[src/rtl/dpbp_pkg.sv]
// ============================================================================
// dpbp_pkg - shared types and constants for depth pixel back-projection
// Payload structs, register map, reset values and pipeline control bundle.
// ============================================================================
package dpbp_pkg;

    // Input pixel payload
    typedef struct packed {
        logic [15:0] depth_mm;
        logic [11:0] pixel_row;
        logic [11:0] pixel_col;
        logic [15:0] class_label;
    } in_t;

    // Output point payload
    typedef struct packed {
        logic signed [31:0] x_pos;
        logic signed [31:0] y_pos;
        logic [19:0]        z_pos;
        logic               is_sidewalk;
    } out_t;

    // Register map (index = paddr / 4)
    localparam int unsigned AddrWidth = 5;
    localparam int unsigned IdxWidth  = 3;

    typedef enum logic [IdxWidth-1:0] {
        REG_PRINCIPAL_X = 3'd0,
        REG_PRINCIPAL_Y = 3'd1,
        REG_INV_FOCAL_X = 3'd2,
        REG_INV_FOCAL_Y = 3'd3,
        REG_SIDEWALK    = 3'd4
    } reg_idx_t;

    // Reset values
    localparam logic [15:0] PrincipalXReset = 16'd5120;
    localparam logic [15:0] PrincipalYReset = 16'd3840;
    localparam logic [24:0] InvFocalXReset  = 25'd27280;
    localparam logic [24:0] InvFocalYReset  = 25'd27280;
    localparam logic [15:0] SidewalkReset   = 16'd1;

    // Configuration bundle from register file to datapath
    typedef struct packed {
        logic [15:0] principal_x_q4;
        logic [15:0] principal_y_q4;
        logic [24:0] inv_focal_x;
        logic [24:0] inv_focal_y;
        logic [15:0] sidewalk_class;
    } cfg_t;

    // Per-stage load enables of the four-stage pipeline
    typedef struct packed {
        logic s1;
        logic s2;
        logic s3;
        logic s4;
    } pipe_en_t;

endpackage

[src/rtl/dpbp_lane.sv]
// ============================================================================
// dpbp_lane - one axis of the back-projection
// Offset from principal point, depth*offset, times reciprocal, round/saturate.
// ============================================================================
module dpbp_lane #(
    parameter int unsigned MAX_DIMENSION = 4096
) (
    input  logic                clk,
    input  dpbp_pkg::pipe_en_t  en,
    input  logic [11:0]         pix,
    input  logic [15:0]         centre_q4,
    input  logic [24:0]         inv_focal,
    input  logic [15:0]         depth,
    output logic signed [31:0]  result
);

    localparam logic [16:0] MaxDim   = 17'(MAX_DIMENSION);
    localparam logic [11:0] ClampVal = 12'(MAX_DIMENSION - 1);

    // stage 1: clamp and signed offset as sign + magnitude
    logic [11:0] pix_c;
    logic [15:0] pq;
    logic        neg1_next;
    logic [15:0] mag1_next;
    logic        neg1_reg;
    logic [15:0] mag1_reg;
    logic [15:0] depth1_reg;

    assign pix_c     = ({5'd0, pix} >= MaxDim) ? ClampVal : pix;
    assign pq        = {pix_c, 4'd0};
    assign neg1_next = pq < centre_q4;
    assign mag1_next = neg1_next ? (centre_q4 - pq) : (pq - centre_q4);

    // stage 2: depth * magnitude
    logic        neg2_reg;
    logic [31:0] dm2_next;
    logic [31:0] dm2_reg;

    assign dm2_next = {16'd0, depth1_reg} * {16'd0, mag1_reg};

    // stage 3: times reciprocal focal length (32 x 25)
    logic        neg3_reg;
    logic [56:0] prod3_next;
    logic [56:0] prod3_reg;

    assign prod3_next = 57'(dm2_reg) * 57'(inv_focal);

    // stage 4: round half away from zero on magnitude, apply sign, saturate
    logic [56:0]        rnd;
    logic [32:0]        q;
    logic signed [31:0] res4_next;
    logic signed [31:0] res4_reg;

    assign rnd = prod3_reg + 57'(1 << 23);
    assign q   = rnd[56:24];

    always_comb
    begin
        if (neg3_reg)
        begin
            if (q > 33'h0_8000_0000)
                res4_next = 32'sh8000_0000;
            else
                res4_next = signed'(32'(33'd0 - q));
        end
        else
        begin
            if (q > 33'h0_7FFF_FFFF)
                res4_next = 32'sh7FFF_FFFF;
            else
                res4_next = signed'(q[31:0]);
        end
    end

    always_ff @(posedge clk)
    begin
        if (en.s1)
        begin
            neg1_reg   <= neg1_next;
            mag1_reg   <= mag1_next;
            depth1_reg <= depth;
        end
        if (en.s2)
        begin
            neg2_reg <= neg1_reg;
            dm2_reg  <= dm2_next;
        end
        if (en.s3)
        begin
            neg3_reg  <= neg2_reg;
            prod3_reg <= prod3_next;
        end
        if (en.s4)
        begin
            res4_reg <= res4_next;
        end
    end

    assign result = res4_reg;

endmodule

[config.mk]
export PLATFORM = sky130hd
export DESIGN_NAME = dpbp_lane
export DESIGN_NICKNAME = d
export VERILOG_FILES = /design/src/rtl/dpbp_pkg.sv /design/src/rtl/dpbp_lane.sv
export SDC_FILE = /design/constraint.sdc
export NUM_CORES = 2
export LEC_CHECK = 0
export BUFFER_PORTS_ARGS = -buffer_cell sky130_fd_sc_hd__buf_4
export CAP_MARGIN = 10
export CORE_UTILIZATION = 39
export CTS_BUF_LIST = sky130_fd_sc_hd__clkbuf_16
export CTS_CLUSTER_DIAMETER = 120
export DETAILED_ROUTE_END_ITERATION = 7
export SLEW_MARGIN = 25
export SYNTH_ARGS = -nofsm -noshare
export SYNTH_HDL_FRONTEND = slang
export SYNTH_SLANG_ARGS = --single-unit
[constraint.sdc]
create_clock -name clk -period 7.35 [get_ports clk]
set_clock_uncertainty 0.1 [all_clocks]
set_input_delay 1.47 -clock clk [delete_from_list [all_inputs] [get_ports clk]]
set_output_delay 1.47 -clock clk [all_outputs]
set_load 0.03 [all_outputs]
### Word-level counts from Yosys, hierarchy flattened

Index checks and enable logic that the tools add are counted.

* input bits: 74
* register bits after elaboration: 156
* output and inout port bits: 32
* word-level logic and storage cells: 21

* order comparisons: 3
* add/subtract/negate cells: 4
* multipliers: 2
* mux-type cells: 4

Operator list (count)
* $mux W32: 3
* $add A57 B24 Y57 const B: 1
* $mul A32 B25 Y57: 1
* $gt A33 B31 Y1 const B: 1
* $gt A33 B32 Y1 const B: 1
* $mul A16 B16 Y32: 1
* $sub A1 B32 Y32 const A: 1
* $sub A16 B16 Y16: 2
* $lt A16 B16 Y1: 1
* $mux W16: 1

### Depth between registers and ports, before layout

* depth in word-level cells: 4
* gate-level depth with buffers: 27
* gate-level depth less buffers: 25

### Least setup slack after synthesis

Ideal clock, no wire load.

* kind: input-to-reg
* from: input inv_focal[4]
* to: register prod3_reg[49] (data pin)
* data required time: 6.989 ns
* library setup time: 0.261 ns
* stages: 24
* slack: -0.690 ns
* arrival: 7.679 ns
* path buffers: 2
* path through: clkbuf_1 nand2_1 fa_1 inv_1 fa_1 inv_1 fa_1 fa_1 inv_1 fa_1 fa_1 inv_1 fa_1 inv_1 ha_1 clkbuf_1 nand4_1 nand2b_1 a31oi_1 a211oi_1 a21oi_1 a31oi_1 o311a_1 a311o_1

* word-level cells in the longest chain between the ends: 1

RTL lines
* start: declaration: line dpbp_lane.sv:12 `input logic [24:0] inv_focal,`
* $mul A32 B25 Y57: line dpbp_lane.sv:46 `assign prod3_next = 57'(dm2_reg) * 57'(inv_focal);`
* named net prod3_next[49]: line dpbp_lane.sv:43 `logic [56:0] prod3_next;`
* end signal: assignment: line dpbp_lane.sv:91 `prod3_reg <= prod3_next;`
* end: declaration: line dpbp_lane.sv:44 `logic [56:0] prod3_reg;`

The timed path passes the listed nets, and every way through them passes these cells.
A chain may end at the register's enable or synchronous reset.

### Worst setup path in the final report

* from: input inv_focal[3]
* to: register prod3_reg[49] (data pin)

The elaborated chain is that of the path after synthesis.

==> flow_summary.ini <==
[status]
status = finished, violations left
violations = negative setup slack

[synthesis]
synth_commonest_cells = 1,026 x inv_1, 881 x fa_1, 607 x nand2_1, 534 x and2_1, 319 x ha_1
yosys_warnings = 0
ys_top_cells_by_area = fa_1 43%, edfxtp_1 9.7%, ha_1 9.7%
synthesis.nets = 5763
synth-edff-count = 133
ys_ff_latch = 133
async_flop_share_pct = 0
seq_area_frac_synth_pct = 9.72
syn_area_mm2 = 0.0411
synth_cells = 4489
ys.flop_type = edfxtp_1
yosysMostFrequentCell = inv_1
netlist.area_leader.share_pct = 42.9
yosysUniqueCellTypes = 82
yosysTopAreaCell = fa_1
syn_avg_cell_area_um2 = 9.16

[worst_hold_path]
hp-class = register to register

[critical_path]
rr_worst_depth = 21
criticalPathCategory = primary input to register
r2r-end = prod3_reg[49]
crit_end = prod3_reg[49]
rrSetupSlack_ns = 0.25
rr_startpoint = dm2_reg[17]
worstPathArrival_ns = 7.58
crit_path_start_kind = primary input
end_kind = register
crit_required_ns = 7.48
cp-startpoint = inv_focal[3]
worstPathMaxFanout = 15

[floorplanning]
die_h_um = 327
die_x_um = 327
io_pins = 106
core_area_mm2 = 0.104
die_area_mm2 = 0.107
num_rows = 118
initial_utilization_pct = 39.5

[routing]
vias_per_cell = 4.93
drcViolationCount = 0
routed_wl_um = 101000
vias = 30037
dr.pass1.iters = 5
antenna_left = 0
drt-initial-drc-count = 1656
wl_per_cell_um = 16.6

[clocking]
clk_pin_slew_ns = 0.08
cts-root-buf = clkbuf_16
cts.sinks = 133
clock_path_buffers = 2
clk_latency_ns = 0.50
cts_tree = yes
cts_buffers = 17
htree_levels = 4

[global_routing]
antenna_found_initial = 0
grt_pass1_wl_um = 169000
grt_pass1_vias = 32093
gr-total-overflow = 0
top_usage_layer = met2
grtUsageMet1_pct = 27.0
grt.total_usage_pct = 19.7
met3_usage_pct = 2.51
use_met2_pct = 33.3
grt_max_degree = 57

[finish]
utilization_pct = 45.1
drive_gt1_share_pct = 13.5
instances_no_fill = 6091
largest_reg_flops = 34
area_growth_pct = 14.1
fin_nets = 5972
num_antenna_cells = 0

[place]
hpwlAfterDp_um = 85900
placement.io_buffers = 105
dp_cells = 6032
gp_congestion = 0.889

[timing]
slew_violations = 0
tightest_slew_ns = 0.985
period_share_pct = 101
hold_viol_final = 0
slew_headroom_pct = 34.3
setup_viol = 6
rsz0062_at_grt = yes
fmax_mhz = 134
postLayoutSetupSlackWorst_ns = -0.0975
fin_hold_ws_ns = 0.365
fin_crit_ns = 7.45

[flow_run]
drv_cap = 0
what timing repair did:
action / CTS / global route
gates resized for setup: 88 / 91
endpoints found under the hold margin: 0 / 0
buffers inserted: 8 / 15
pin swaps: 84 / 70
setup endpoints to repair: 23 / 30
gates cloned: 4 / 1
hold buffers: 0 / 0
worst min path at each step:
stage / startpoint / depth (start not counted) / slack (ns) / end
6_report: neg1_reg / 0 / 0.37 / neg2_reg
3_5_place_dp: neg1_reg / 0 / 0.37 / neg2_reg
3_3_place_gp: neg1_reg / 0 / 0.37 / neg2_reg
5_1_grt: neg1_reg / 0 / 0.40 / neg2_reg
2_1_floorplan: neg1_reg / 0 / 0.30 / neg2_reg
4_1_cts: neg1_reg / 0 / 0.39 / neg2_reg
metal layers:
layer  wire [um]  share of wire, %  vias to the layer above
met3        4570               4.5                       93
li1            -                 -                    13947
met1       46100                46                    15329
met5           0                 0                        -
met4        1530               1.5                        0
met2       49000                48                      668
cells by family after synthesis:
logic type	share of synthesized area (%)
buffers and inverters	11.4
adders and majority gates	52.6
DFF	9.72
and+or+nand+nor	17.7
xor gates and xnor gates	2.28
AOI/OAI and AO/OA	6.07
muxes	0.247
metrics by stage:
step	cell area (um2)	worst slack [ns]	setup TNS [ns]
after floorplan	41500	-0.335	-1.81
after global placement	45400	-0.809	-19.05
after detailed placement	45400	-0.791	-18.23
after CTS	46500	-0.118	-0.233
after global routing	46900	-0.272	-2.58
final	46900	-0.0975	-0.318
area by class of cell:
cell class,count,area [um2]
well taps,1380,1730
inverters,1027,3850
clock buffers,17,425
flip-flops and latches,133,3990
multi-input cells,3118,33200
repair buffers,401,3640
fillers,10004,57000
clock inverters,15,123
layout by cell type, fill, tap and decap left out, types with 14 or more instances in the layout:
cell type  count
inv_1       1004
fa_1         852
nand2_1      594
and2_1       502
buf_4        342
ha_1         302
edfxtp_1     133
a21oi_1       87
nor2_1        81
o21ai_0       73
xnor2_1       62
xor2_1        44
nor3_1        43
a21o_1        42
and2_4        32
nand3_1       32
buf_12        30
fa_2          29
nand4_1       26
inv_2         23
and3_1        18
clkbuf_16     18
ha_4          17
buf_6         17
a31oi_1       16
o21bai_1      15
a21oi_2       14
critical path: stages:
cell and delay, ns:
buf_8 0.14, buf_12 0.15, and2_1 0.15, fa_1 0.51
fa_1 0.55, inv_1 0.05, fa_1 0.53, inv_1 0.06
fa_1 0.56, fa_1 0.43, fa_1 0.49, inv_1 0.06
fa_1 0.47, inv_1 0.06, ha_4 0.28, nand2_1 0.10
o21ai_2 0.20, nand2b_4 0.08, a31oi_4 0.15, a211oi_2 0.07
a21oi_2 0.26, a31oi_4 0.17, o311a_1 0.31, a311o_1 0.28
Power is left out: the tool's default activity adds up to more than one toggle a clock period on the data nets, which glitch-free logic cannot reach.
