### config.mk
export PLATFORM = sky130hd
export DESIGN_NAME = dpbp_cfg
export DESIGN_NICKNAME = d
export VERILOG_FILES = /design/src/rtl/dpbp_pkg.sv /design/src/rtl/dpbp_cfg.sv
export SDC_FILE = /design/constraint.sdc
export NUM_CORES = 1
export LEC_CHECK = 0
export ABC_AREA = 0
export BUFFER_PORTS_ARGS = -buffer_cell sky130_fd_sc_hd__buf_4
export CAP_MARGIN = 20
export CORE_AREA = 8 8 146 107
export CTS_CLUSTER_SIZE = 25
export DETAILED_ROUTE_END_ITERATION = 6
export DIE_AREA = 0 0 154 115
export PLACE_DENSITY = 0.61
export REMOVE_ABC_BUFFERS = 1
export SKIP_CTS_REPAIR_TIMING = 1
export SLEW_MARGIN = 20
export SYNTH_ARGS = -nofsm -noshare
export SYNTH_HDL_FRONTEND = slang
export SYNTH_SLANG_ARGS = --single-unit
### constraint.sdc
create_clock -name clk -period 1.9 [get_ports clk]
set_input_delay 0.38 -clock clk [delete_from_list [all_inputs] [get_ports clk]]
set_output_delay 0.38 -clock clk [all_outputs]
set_load 0.01 [all_outputs]
### src/rtl/dpbp_pkg.sv
// ============================================================================
// dpbp_pkg - shared types and constants for depth pixel back-projection
// Payload structs, register map, reset values and pipeline control bundle.
// ============================================================================
package dpbp_pkg;

    // Input pixel payload
    typedef struct packed {
        logic [15:0] depth_mm;
        logic [11:0] pixel_row;
        logic [11:0] pixel_col;
        logic [15:0] class_label;
    } in_t;

    // Output point payload
    typedef struct packed {
        logic signed [31:0] x_pos;
        logic signed [31:0] y_pos;
        logic [19:0]        z_pos;
        logic               is_sidewalk;
    } out_t;

    // Register map (index = paddr / 4)
    localparam int unsigned AddrWidth = 5;
    localparam int unsigned IdxWidth  = 3;

    typedef enum logic [IdxWidth-1:0] {
        REG_PRINCIPAL_X = 3'd0,
        REG_PRINCIPAL_Y = 3'd1,
        REG_INV_FOCAL_X = 3'd2,
        REG_INV_FOCAL_Y = 3'd3,
        REG_SIDEWALK    = 3'd4
    } reg_idx_t;

    // Reset values
    localparam logic [15:0] PrincipalXReset = 16'd5120;
    localparam logic [15:0] PrincipalYReset = 16'd3840;
    localparam logic [24:0] InvFocalXReset  = 25'd27280;
    localparam logic [24:0] InvFocalYReset  = 25'd27280;
    localparam logic [15:0] SidewalkReset   = 16'd1;

    // Configuration bundle from register file to datapath
    typedef struct packed {
        logic [15:0] principal_x_q4;
        logic [15:0] principal_y_q4;
        logic [24:0] inv_focal_x;
        logic [24:0] inv_focal_y;
        logic [15:0] sidewalk_class;
    } cfg_t;

    // Per-stage load enables of the four-stage pipeline
    typedef struct packed {
        logic s1;
        logic s2;
        logic s3;
        logic s4;
    } pipe_en_t;

endpackage

### src/rtl/dpbp_cfg.sv
// ============================================================================
// dpbp_cfg - APB configuration registers
// Five camera registers; write on access phase, zero-wait read back.
// ============================================================================
module dpbp_cfg (
    input  logic                              clk,
    input  logic                              rst_n,
    input  logic                              psel,
    input  logic                              penable,
    input  logic                              pwrite,
    input  logic [dpbp_pkg::AddrWidth-1:0]    paddr,
    input  logic [31:0]                       pwdata,
    output logic [31:0]                       prdata,
    output logic                              pready,
    output dpbp_pkg::cfg_t                    cfg
);

    dpbp_pkg::cfg_t                     cfg_reg;
    dpbp_pkg::cfg_t                     cfg_next;
    logic                               wr_en;
    logic [dpbp_pkg::IdxWidth-1:0]      idx;

    assign pready = 1'b1;
    assign wr_en  = psel && penable && pwrite;
    assign idx    = paddr[dpbp_pkg::AddrWidth-1:2];

    always_comb
    begin
        cfg_next = cfg_reg;
        if (wr_en)
        begin
            unique case (idx)
                dpbp_pkg::REG_PRINCIPAL_X: cfg_next.principal_x_q4 = pwdata[15:0];
                dpbp_pkg::REG_PRINCIPAL_Y: cfg_next.principal_y_q4 = pwdata[15:0];
                dpbp_pkg::REG_INV_FOCAL_X: cfg_next.inv_focal_x    = pwdata[24:0];
                dpbp_pkg::REG_INV_FOCAL_Y: cfg_next.inv_focal_y    = pwdata[24:0];
                dpbp_pkg::REG_SIDEWALK:    cfg_next.sidewalk_class = pwdata[15:0];
                default:                   cfg_next = cfg_reg;
            endcase
        end
    end

    always_ff @(posedge clk or negedge rst_n)
    begin
        if (!rst_n)
        begin
            cfg_reg.principal_x_q4 <= dpbp_pkg::PrincipalXReset;
            cfg_reg.principal_y_q4 <= dpbp_pkg::PrincipalYReset;
            cfg_reg.inv_focal_x    <= dpbp_pkg::InvFocalXReset;
            cfg_reg.inv_focal_y    <= dpbp_pkg::InvFocalYReset;
            cfg_reg.sidewalk_class <= dpbp_pkg::SidewalkReset;
        end
        else
        begin
            cfg_reg <= cfg_next;
        end
    end

    always_comb
    begin
        unique case (idx)
            dpbp_pkg::REG_PRINCIPAL_X: prdata = {16'd0, cfg_reg.principal_x_q4};
            dpbp_pkg::REG_PRINCIPAL_Y: prdata = {16'd0, cfg_reg.principal_y_q4};
            dpbp_pkg::REG_INV_FOCAL_X: prdata = {7'd0, cfg_reg.inv_focal_x};
            dpbp_pkg::REG_INV_FOCAL_Y: prdata = {7'd0, cfg_reg.inv_focal_y};
            dpbp_pkg::REG_SIDEWALK:    prdata = {16'd0, cfg_reg.sidewalk_class};
            default:                   prdata = 32'd0;
        endcase
    end

    assign cfg = cfg_reg;

endmodule

Word-level counts from Yosys, hierarchy flattened
Cells that the tools add are included.
W data, S select, Z words.
{"block": "classes", "n_eq_ne": 4, "addsub": 0, "reduce_logical": 8, "div_mod_pow": 0, "multipliers": 0, "n_shift": 0, "muxes": 1, "n_bitwise": 0, "magnitude_cmp": 0}
{"operator": "$pmux W25 S5", "n": 1}
{"operator": "$reduce_and A2 Y1", "n": 5}
{"operator": "$eq A3 B2 Y1 const B", "n": 2}
{"operator": "$eq A3 B1 Y1 const B", "n": 1}
{"operator": "$eq A3 B3 Y1 const B", "n": 1}
{"operator": "$logic_not A3 Y1", "n": 1}
{"operator": "$logic_and A1 B1 Y1", "n": 2}
{"block": "totals", "romBits": 0, "input_bits": 42, "memories": 0, "mem_bits_rw": 0, "word_cells": 18, "regBits": 98, "out_inout_bits": 131, "latch_bits": 0}

Logic depth before layout (Yosys ltp)
Gate-level depths: netlist of the first run.
{"block": "logic_depth", "word_depth": 3, "depth_mapped": 5, "depth_no_buf": 3}

Least setup slack after synthesis of the first run
OpenSTA, ideal clock, no wires.
{"block": "synth_path", "path_kind": "in2out", "startpoint": "in paddr[3] in the netlist's numbering", "endpoint": "out prdata[0]", "n_path_buf": 3, "required_time_ns": 1.520, "stages": 5, "arrival_ns": 1.345, "path_slack_ns": 0.175, "cell_sequence": "buf_4 buf_4 nor2_1 buf_2 a221o_1"}
{"block": "synth_between", "elab_chain_cells": 2, "word_cells_on_any_way": 6, "cone_classes": "4 x eq/ne; 1 x mux; 1 x reduce/logical"}
{"item": "from (decl)", "line": "dpbp_cfg.sv:11", "text": "input logic [dpbp_pkg::AddrWidth-1:0] paddr,"}
{"item": "$eq A3 B3 Y1, or another cell as far along", "line": "dpbp_cfg.sv:61", "text": "unique case (idx)"}
{"item": "$pmux W25 S5 *", "line": "dpbp_cfg.sv:61"}
{"item": "to (decl)", "line": "dpbp_cfg.sv:13", "text": "output logic [31:0] prdata,"}
Mark *: on every way between the ends. The rest lies on a longest branch, timed or not.

Worst setup path after layout of the first run
{"block": "layout_path", "startpoint": "reg cfg_reg, in the netlist cfg[10]", "endpoint": "out prdata[10]"}
{"block": "layout_between", "elab_chain_cells": 1}
{"item": "from (decl)", "line": "dpbp_cfg.sv:18", "text": "dpbp_pkg::cfg_t cfg_reg;"}
{"item": "from (signal assigned)", "line": "dpbp_cfg.sv:55", "text": "cfg_reg <= cfg_next;"}
{"item": "$pmux W25 S5", "line": "dpbp_cfg.sv:61"}
No other way between the ends.

==> results of run 1 <==
worst paths after layout:
check | endpoint | startpoint | depth (start not counted) | slack [ns]
max | prdata[10] | cfg[10] | 3 | 0.04
max in group asynchronous | cfg[27] | rst_n | 3 | 0.85
min reg2reg | cfg[72] | cfg[72] | 1 | 0.53
max reg2reg | cfg[91] | cfg[91] | 2 | 1.01
min | cfg[38] | pwdata[22] | 2 | 0.27
min in group asynchronous | cfg[28] | rst_n | 2 | 0.45
power by group through the flow:
| stage | registers [mW] | logic [mW] | clock network (mW) |
|---|---|---|---|
| final | 2.89 | 2.02 | 1.93 |
| after floorplan | 3.05 | 0.643 | 0 |
| after global routing | 2.95 | 2.18 | 2.08 |
| after global placement | 2.92 | 1.90 | 0 |
| after CTS | 2.90 | 1.94 | 1.99 |
| after detailed placement | 2.94 | 1.93 | 0 |
cell families (layout without fill, tap and decap cells):
family          Yosys count  count (layout)
mux                     138             138
flops                    98              98
simple gates             38              38
buf+inv                  27             217
compound gates           19              19
other cells               2               8
layer usage:
layer / vias to the layer above / wire length (um) / global-route usage, %
li1: 1539 / - / -
met1: 1658 / 6070 / 19.1
met2: 121 / 6320 / 24.4
met3: 9 / 1080 / 5.82
met4: 0 / 119 / 3.58
met5: - / 0 / 0
cells in the final DEF, fill, tap and decap left out, types with 2 or more instances in the layout:
cell / synthesis / layout
a221o_1: 14 / 14
buf_12: 0 / 8
buf_4: 16 / 188
buf_6: 1 / 2
bufinv_16: 0 / 2
clkbuf_16: 0 / 9
conb_1: 2 / 8
dfrtp_1: 79 / 79
dfstp_2: 19 / 19
mux2_2: 113 / 112
mux2i_1: 25 / 25
nand2_1: 2 / 2
nand2b_1: 3 / 2
nor2_1: 25 / 24
nor2_4: 0 / 2
nor3_4: 2 / 2
layout make-up:
type	instances	area [sq um]
inverter	1	3.75
timing repair buffer	200	1620
clock inverter	6	90.1
sequential	98	2480
multi-input combinational	203	1980
tap	171	214
fill	1218	6860
clock buffer	10	229
through the flow:
| stage | power, mW | cell area [sq um] | instances | utilization, % |
|---|---|---|---|---|
| 6_report | 6.84 | 6610 | 689 | 49.1 |
| 5_1_grt | 7.21 | 6610 | 689 | 49.1 |
| 4_1_cts | 6.83 | 6450 | 672 | 47.9 |
| 3_5_place_dp | 4.87 | 6130 | 656 | 45.5 |
| 3_3_place_gp | 4.81 | 6130 | 656 | 45.5 |
| 2_1_floorplan | 3.69 | 4430 | 302 | - |
==> results_dict.tcl, run 1 <==
set metrics [dict create \
    synth_xor_area_share_pct 0 \
    ys_ff_latch 98 \
    place.gp.congestion 0.763 \
    synth_edf_count 0 \
    antenna_found_initial 0 \
    viasPerCell 4.83 \
    worst_ep_required_time_ns 1.52 \
    syn_area_per_cell_sq_um 14.2 \
    syn_to_final_growth_pct 44.3 \
    dr.first_iter.drc_count 125 \
    synth_async_sr_flop_share_pct 100 \
    cts_tree "built" \
    final.period_utilization_pct 97.8 \
    setup_viol 0 \
    hp-class "in -> reg" \
    synthCells 322 \
    p_per_area_mw_per_mm2 1030 \
    num_vias 3327 \
    comb_power_share_pct 29.6 \
    synthAdderAreaFrac_pct 0 \
    fmax_ghz 0.538 \
    hold_violations 0 \
    yosys.area.top_type_share_pct 43.1 \
    synth_top_flop_cell "dfrtp_1" \
    dieHeight_um 115 \
    dieArea_sq_mm 0.0177 \
    cap_violations 0 \
    insertion_delay_ns 0.34 \
    p_seq_share_pct 42.2 \
    core-area_sq_mm 0.0135 \
    synth.most_common_cell "mux2_2" \
    arrival_ns 1.48 \
    start_kind "flip-flop" \
    end_kind "output pin" \
    postRouteAntennaNets 0 \
    critPathMaxStageDelay_ns 0.39 \
    synth.area.top_cells "dfrtp_1 43%, mux2_2 28%, dfstp_2 11%, mux2i_1 5.5%, a221o_1 3.1%" \
    cp_max_fo 3 \
    synth-seq-area-share_pct 54.0 \
    grt_usage_pct 15.2 \
    run_status "finished clean" \
    grt_start_max_net_pins 44 \
    dp_hpwl_um 10100 \
    largest_register_ffs 98 \
    drive_above_1_share_pct 68.5 \
    nets 555 \
    synth_top_family_by_area "multiplexers" \
    maxSlewViolCount 0 \
    finalWirelength_um 13600 \
    switchingPower_mw 1.93 \
    synth.area.mux_share_pct 33.2 \
    whs_ns 0.275 \
    synth-simple-area-share_pct 4.83 \
    start_util_pct 34.0 \
    cts_root_buf "clkbuf_16" \
    finalSetupTns_ns 0 \
    grt_overflow 0 \
    fp.dieW_um 154 \
    internal_power_mw 4.91 \
    first_pass_iters 4 \
    n_antenna_cell 0 \
    grt_pass1_vias 3587 \
    std_cell_rows 36 \
    slowest_stage "dfrtp_1" \
    ys_top_cells_by_count "113 x mux2_2, 79 x dfrtp_1, 25 x mux2i_1, 25 x nor2_1, 19 x dfstp_2" \
    synth_warnings 0 \
    synth_compound_area_share_pct 3.85 \
    io_pins 173 \
    cts.sinks 98 \
    synth.distinct_cells 25 \
    path_class "reg -> out" \
    leakage_nw 3.24 \
    p_clk_share_pct 28.2 \
    cp_num_buf_inv 1 \
    path_clk_slew_ns 0.07 \
    pre_cts_ws_ns -0.0864 \
    drc 0 \
    vdd_drop_max_mv 0.498 \
    clock_path_buffers 2 \
    grt_pass1_wl_um 20800 \
    switching_share_pct 28.3 \
    fin_crit_ns 1.86 \
    portBuffers 155 \
    synth_top_cell_by_area "dfrtp_1" \
    worstPathCellList "mux2_2 > a221o_1 > buf_4" \
    setup_slack_ns 0.0421 \
    h-tree-depth 3 \
    numCtsBuffers 9 \
    skew_ns 0 \
    wl_per_cell_um 19.7 \
    syn-cell-area_sq_mm 0.00458 \
    critPathTopFamily "flip-flops" \
]
Note: power is estimated with default switching activity, not from simulation.
==> inputs of run 2 (changes only) <==
- CELL_PAD_IN_SITES_DETAIL_PLACEMENT: default -> 1
- CELL_PAD_IN_SITES_GLOBAL_PLACEMENT: default -> 1
- PLACE_DENSITY: 0.61 -> 0.74
==> results_dict.tcl, run 2 (synthesis gave the netlist of run 1 again) <==
set metrics [dict create \
    cap_violations 0 \
    num-fill-cells 1384 \
    dieArea_sq_mm 0.0177 \
    design_area_sq_mm 0.00669 \
    clock_path_buffers 2 \
    skew_ns 0 \
    grt_overflow 0 \
    fin_util_pct 49.6 \
    placed_area_sq_mm 0.00614 \
    pre_cts_ws_ns -0.337 \
    cts_root_buf "clkbuf_16" \
    p_seq_share_pct 42.9 \
    comb_power_share_pct 30.5 \
    nets 554 \
    n_antenna_cell 0 \
    start_kind "flip-flop" \
    end_kind "output pin" \
    place.gp.congestion 0.794 \
    num_vias 3452 \
    internal_power_mw 4.83 \
    switchingPower_mw 1.96 \
    dieHeight_um 115 \
    io_pins 173 \
    vdd_drop_max_mv 0.481 \
    first_pass_iters 4 \
    cts_tree "built" \
    final_common_cell "buf_4" \
    path_class "reg -> out" \
    wl_per_cell_um 22.0 \
    drive_above_1_share_pct 68.7 \
    finalWirelength_um 15100 \
    setup_viol 0 \
    cts.sinks 98 \
    cp_max_fo 3 \
    viasPerCell 5.02 \
    dp_cells 654 \
    grt_start_max_net_pins 37 \
    final_cell_mix "179 x buf_4, 112 x mux2_2, 79 x dfrtp_1" \
    p_per_area_mw_per_mm2 1010 \
    insertion_delay_ns 0.34 \
    fin_crit_ns 1.87 \
    grt_pass1_vias 3788 \
    worstPathCellList "mux2_2 > a221o_1 > buf_4" \
    largest_register_ffs 98 \
    antenna_found_initial 0 \
    drc 0 \
    hold_violations 0 \
    rsz0062_at_grt "yes" \
    critPathMaxStageDelay_ns 0.40 \
    fp.dieW_um 154 \
    leakage_nw 3.26 \
    maxSlewViolCount 0 \
    p_clk_share_pct 26.7 \
    dp_hpwl_um 10800 \
    grt_usage_pct 16.8 \
    dr.first_iter.drc_count 190 \
    std_cell_rows 36 \
    arrival_ns 1.49 \
    numCtsBuffers 9 \
    worst_ep_required_time_ns 1.52 \
    switching_share_pct 28.8 \
    fmax_ghz 0.535 \
    hp-class "in -> reg" \
    grt_pass1_wl_um 22900 \
    syn_to_final_growth_pct 45.9 \
    final.period_utilization_pct 98.4 \
    slowest_stage "dfrtp_1" \
    instances_no_fill 688 \
    setup_slack_ns 0.0309 \
    path_clk_slew_ns 0.06 \
    portBuffers 155 \
    start_util_pct 34.0 \
    h-tree-depth 3 \
    run_status "finished clean" \
    postRouteAntennaNets 0 \
    core-area_sq_mm 0.0135 \
]
## run 2: cell types whose count changed in the layout (fill, tap and decap cells not counted), moves of 2 or more
cell | before | now
buf_6 | 2 | 4
bufinv_16 | 2 | 0
clkbuf_8 | 0 | 5
buf_4 | 188 | 179
buf_12 | 8 | 12
## run 2: path summary, 6_finish.rpt
check | startpoint | slack (ns) | to | cells past startpoint
setup / recovery | cfg[14] | 0.03 | prdata[14] | 3
hold / removal | pwdata[18] | 0.28 | cfg[59] | 2
setup reg to reg | cfg[93] | 1.00 | cfg[93] | 2
hold reg to reg | cfg[57] | 0.54 | cfg[57] | 1
max in group asynchronous | rst_n | 0.76 | cfg[20] | 3
min in group asynchronous | rst_n | 0.53 | cfg[32] | 2
## run 2: critical path, delay by kind of cell, from the launching register on
kind            cells  cell delay [ns]
flops               1             0.40
mux                 1             0.27
buf+inv             1             0.15
compound gates      1             0.33
## run 2: layer usage
metal  global-route usage [%]  vias up  routed length, um
met5                        0        -                  0
met4                     5.34        0                281
met3                     5.29       19               1040
met2                     26.5      128               7070
met1                     21.8     1764               6750
li1                         -     1541                  -
## run 2: stage by stage
stage	TNS (ns)	hold WS, ns	power, mW
3_3_place_gp	-4.39	0.336	4.82
2_1_floorplan	0	0.0844	3.69
4_1_cts	-4.78	-0.0300	6.75
6_report	0	0.277	6.78
5_1_grt	-0.0335	0.263	7.13
3_5_place_dp	-4.77	0.343	4.91
## run 2: final cells by class
cell class	instances	area, sq um	area share, %
inverters	1	3.75	0.0561
repair buffers	199	1690	25.3
multi-input cells	203	1990	29.8
clock buffers	15	298	4.45
clock inverters	1	5.00	0.0749
well taps	171	214	3.20
flip-flops and latches	98	2480	37.0
## run 2: power groups by stage
stage	Clock (mW)	Sequential, mW	Combinational [mW]
6_report	1.81	2.91	2.07
5_1_grt	1.94	2.96	2.23
4_1_cts	1.87	2.92	1.96
3_5_place_dp	0	2.95	1.96
3_3_place_gp	0	2.92	1.90
2_1_floorplan	0	3.05	0.643
